$ cat config.mk
export PLATFORM = sky130hd
export DESIGN_NAME = fxlg_mod
export DESIGN_NICKNAME = d
export VERILOG_FILES = /design/src/hw/rtl/fxlg_pkg.sv /design/src/hw/rtl/fxlg_mod.sv
export SDC_FILE = /design/constraint.sdc
export NUM_CORES = 1
export LEC_CHECK = 0
export BUFFER_PORTS_ARGS = -buffer_cell sky130_fd_sc_hd__buf_4
export CAP_MARGIN = 20
export CORE_AREA = 5 5 124 126
export CTS_BUF_LIST = sky130_fd_sc_hd__clkbuf_2 sky130_fd_sc_hd__clkbuf_4 sky130_fd_sc_hd__clkbuf_8
export CTS_CLUSTER_SIZE = 12
export DETAILED_ROUTE_END_ITERATION = 8
export DIE_AREA = 0 0 129 131
export PLACE_DENSITY_LB_ADDON = 0.15
export SETUP_SLACK_MARGIN = 0.02
export SLEW_MARGIN = 10
export SYNTH_ARGS = -nofsm -noshare
export SYNTH_HDL_FRONTEND = slang
export SYNTH_SLANG_ARGS = --single-unit
$ cat constraint.sdc
create_clock -name clk -period 20.4 [get_ports clk]
set_clock_uncertainty 0.2 [all_clocks]
set_input_delay 2.04 -clock clk [delete_from_list [all_inputs] [get_ports clk]]
set_output_delay 2.04 -clock clk [all_outputs]
set_load 0.005 [all_outputs]
$ cat src/hw/rtl/fxlg_pkg.sv
package fxlg_pkg;

	// Field widths
	localparam int WORD_W  = 31;
	localparam int BOUND_W = 16;
	localparam int LAG_W   = 14;

	// Congruential fill: v' = 16807 * v mod (2^31 - 1)
	localparam int MULT_W = 15;
	localparam int PROD_W = WORD_W + MULT_W;
	localparam logic [MULT_W-1:0] LCG_MULT  = MULT_W'(16807);
	localparam logic [WORD_W-1:0] LCG_PRIME = WORD_W'(32'h7FFF_FFFF);

	// Lags behind the draw index
	localparam int NUM_TAPS = 4;
	localparam logic [LAG_W-1:0] LAGS [NUM_TAPS] = '{
		LAG_W'(471), LAG_W'(1586), LAG_W'(6988), LAG_W'(9689)
	};

	// Remainder unit: MOD_DIGIT quotient bits per cycle over a padded word
	localparam int MOD_DIGIT = 4;
	localparam int MOD_STEPS = (WORD_W + MOD_DIGIT - 1) / MOD_DIGIT;
	localparam int MOD_PAD_W = MOD_DIGIT * MOD_STEPS;

	typedef enum logic {
		CMD_DRAW = 1'b0,
		CMD_SEED = 1'b1
	} cmd_t;

endpackage

$ cat src/hw/rtl/fxlg_mod.sv
module fxlg_mod (
	input  logic                          clk,
	input  logic                          arst_n,
	input  logic                          start,
	input  logic [fxlg_pkg::WORD_W-1:0]   dividend,
	input  logic [fxlg_pkg::BOUND_W-1:0]  divisor,
	output logic                          done,
	output logic [fxlg_pkg::BOUND_W-1:0]  remainder
);

	import fxlg_pkg::*;

	localparam int CNT_W = (MOD_STEPS > 1) ? $clog2(MOD_STEPS) : 1;
	localparam logic [CNT_W-1:0] LAST_STEP = CNT_W'(MOD_STEPS - 1);

	logic                 busy_q;
	logic                 done_q;
	logic [CNT_W-1:0]     cnt_q;
	logic [MOD_PAD_W-1:0] dvd_q;
	logic [BOUND_W:0]     rem_q;
	logic [BOUND_W-1:0]   div_q;
	logic [BOUND_W:0]     rem_c;
	logic [MOD_PAD_W-1:0] dvd_c;

	// Restoring remainder, MOD_DIGIT bits per cycle
	always_comb begin
		rem_c = rem_q;
		dvd_c = dvd_q;
		for (int i = 0; i < MOD_DIGIT; i++) begin
			rem_c = {rem_c[BOUND_W-1:0], dvd_c[MOD_PAD_W-1]};
			dvd_c = {dvd_c[MOD_PAD_W-2:0], 1'b0};
			if (rem_c >= {1'b0, div_q}) begin
				rem_c = rem_c - {1'b0, div_q};
			end
		end
	end

	always_ff @(posedge clk or negedge arst_n) begin
		if (!arst_n) begin
			busy_q <= 1'b0;
			done_q <= 1'b0;
			cnt_q  <= '0;
			dvd_q  <= '0;
			rem_q  <= '0;
			div_q  <= '0;
		end else begin
			done_q <= 1'b0;
			if (start) begin
				busy_q <= 1'b1;
				cnt_q  <= '0;
				dvd_q  <= MOD_PAD_W'(dividend);
				rem_q  <= '0;
				div_q  <= divisor;
			end else if (busy_q) begin
				dvd_q <= dvd_c;
				rem_q <= rem_c;
				cnt_q <= cnt_q + 1'b1;
				if (cnt_q == LAST_STEP) begin
					busy_q <= 1'b0;
					done_q <= 1'b1;
				end
			end
		end
	end

	assign done      = done_q;
	// zero bound gives zero
	assign remainder = (div_q == '0) ? '0 : rem_q[BOUND_W-1:0];

endmodule

==> reports/qor.yml <==
max_cap_violations: 0
rows: 44
vias: 6378
die_height_um: 131
synth_edf_count: 0
cpMaxStageDelayCell: "a31oi_4"
grt_overflow: 0
cp_data_required_time_ns: 20.46
setup_tns_ns: 0
clock.fmax_mhz: 93.02
holdWs_ns: 0.3342
hp-class: "reg -> reg"
start_kind: "register"
ff2ff_path_depth: 36
worst_path_most_repeated_cell: "o21ai_0"
grt.total_usage: 0.2456
cts_tree: "yes"
remaining_drc_errors: 0
drive_above_1_share: 0.1570
worst_slew_pin_slew_ns: 0.9888
grt_pass1_vias: 6311
postSynth.asyncResetShare: 1.000
dieArea_sq_mm: 0.01690
synth.area.top_cells: "dfrtp_1, ha_1, o21ai_0"
fin_util: 0.5432
period_needed_ns: 10.75
drt-initial-drc-count: 536
min_from: "cnt_q[1]"
ctsHoldBuffers: 0
cts_sinks: 69
worstSkewPairLatency_ns: 0.36
final_cell_area_sq_mm: 0.007715
clkTransAtPathRegs_ns: 0.08
hpwl_um: 16080
place_area_sq_mm: 0.007543
wl_um: 20350
grt_max_degree: 117
status: "finished, final reports clean"
synth-seq-cells: 69
syn-cell-area_sq_mm: 0.006928
synth.avg_cell_area_sq_um: 8.397
routabilityCongestion: 0.9467
grt_first_pass_wirelength_um: 32310
setup_viol: 0
post_cts_resize_count: 0
hold_violations: 0
cp.arrival_ns: 10.81
cts_buffers: 9
h-tree-depth: 3
synth_cells: 825
avgRoutedWirePerCell_um: 19.14
detail_route.vias_per_cell: 6.000
hold_path_end: "cnt_q[1]"
r2r_slack_ns: 9.65
numPortBuffers: 66
max-slew-margin-rel: 0.3408
worst-setup-path-type: "reg -> reg"
worstHoldPathCells: 2
post_cts_buffers: 0
antenna_found_initial: 0
synth_top_area_share: 0.2492
nets: 994
die_width_um: 129
root_buffer: "clkbuf_8"
core_sq_mm: 0.01420
rsz0062_at_grt: "no"
yosysMostFrequentCell: "o21ai_0"
pin_count: 67
critPathMaxFanout: 24
syn_nets: 945
clk_path_buf_depth: 2
worstSetupEndpointType: "register"
num_antenna_cells: 0
yosys.area.top_type: "dfrtp_1"
r2r_end: "rem_q[1]"
antenna_left: 0
critPathMaxStageDelay_ns: 0.66
period_share: 0.5270
area_growth_pct: 11.36
maxSlewViolCount: 0
synth_cell_types: 70
ys_seq_area_frac: 0.2492
ys_warn_count: 0
synthTopCellsByCount: "o21ai_0, nand2_1, dfrtp_1, ha_1, nor2_1"
reg2reg_from: "div_q[1]"
ys.flop_type: "dfrtp_1"
drtPass1Iterations: 7
start_util: 0.4878
## state kept, by name, indices dropped and copies added (netlist names)
name,count
rem_q,16
cnt_q,3
div_q,16
busy_q,1
done,1
dvd_q,32
## logic make-up (layout without fill, tap and decap cells)
kind of cell,Yosys count,after routing,synth area share
AND/OR/NAND/NOR,261,261,0.1858
AO/OA/AOI/OAI,234,234,0.2196
multiplexers,73,73,0.1140
adder cells (fa/ha/maj),70,70,0.1308
buffers and inverters,70,124,0.03991
flip-flops,69,69,0.2492
XOR/XNOR,48,48,0.06068
## stage by stage
step,std cells,setup WS [ns]
finish,1063,9.650
global route,1063,9.096
CTS,1063,9.762
detailed placement,1047,9.807
global placement,1047,10.07
floorplan,825,11.40
## metal layers
metal	GRT usage	share of wire	wire length (um)
met2	0.4235	0.48	9686
met1	0.3063	0.43	8664
met3	0.02967	0.054	1089
met5	0	0	0
met4	0.1167	0.045	908
## worst max path at each step
stage / from / end
after floorplan: div_q[1] / rem_q[14]
after global placement: div_q[1] / rem_q[10]
after detailed placement: div_q[1] / rem_q[1]
after CTS: div_q[1] / rem_q[1]
after global routing: div_q[1] / rem_q[1]
final: div_q[1] / rem_q[1]
## worst max-delay path: cells and delay by family, from the launching register on
kind / cells / cell delay, ns
muxes: 3 / 1.13
buffers and inverters: 2 / 0.49
and+or+nand+nor: 7 / 1.73
DFF: 1 / 0.55
adders and majority gates: 4 / 1.37
AOI/OAI and AO/OA: 20 / 5.14
## placed cells by master, fill, tap and decap left out, drive strengths merged, types with 4 or more instances in the layout
cell type | Yosys | layout
and3 | 4 | 4
nor2b | 9 | 9
and2 | 17 | 17
nor2 | 58 | 58
nand3 | 12 | 12
nand2b | 15 | 15
a211oi | 9 | 9
nor3b | 4 | 4
dfrtp | 69 | 69
mux2 | 38 | 38
mux2i | 35 | 35
a21o | 10 | 10
nor3 | 16 | 16
o21bai | 6 | 6
a311oi | 12 | 12
or3 | 10 | 10
nand2 | 81 | 81
o21ai | 88 | 88
a21oi | 53 | 53
o31a | 4 | 4
o211ai | 6 | 6
nand3b | 8 | 8
o21a | 12 | 12
xor2 | 15 | 15
fa | 4 | 4
ha | 66 | 66
nor4 | 7 | 7
nand4 | 10 | 10
clkbuf | 21 | 12
xnor2 | 33 | 33
inv | 40 | 40
buf | 9 | 68
## final cells by class
type,count,area (sq um)
inverters,40,150.1
fillers,1333,6489
flip-flops and latches,69,1728
clock buffers,12,146.4
multi-input cells,686,4925
clock inverters,4,25.02
well taps,184,230.2
repair buffers,68,510.5
Power is left out: the tool's default activity adds up to more than one toggle a clock period on the data nets, which glitch-free logic cannot reach.
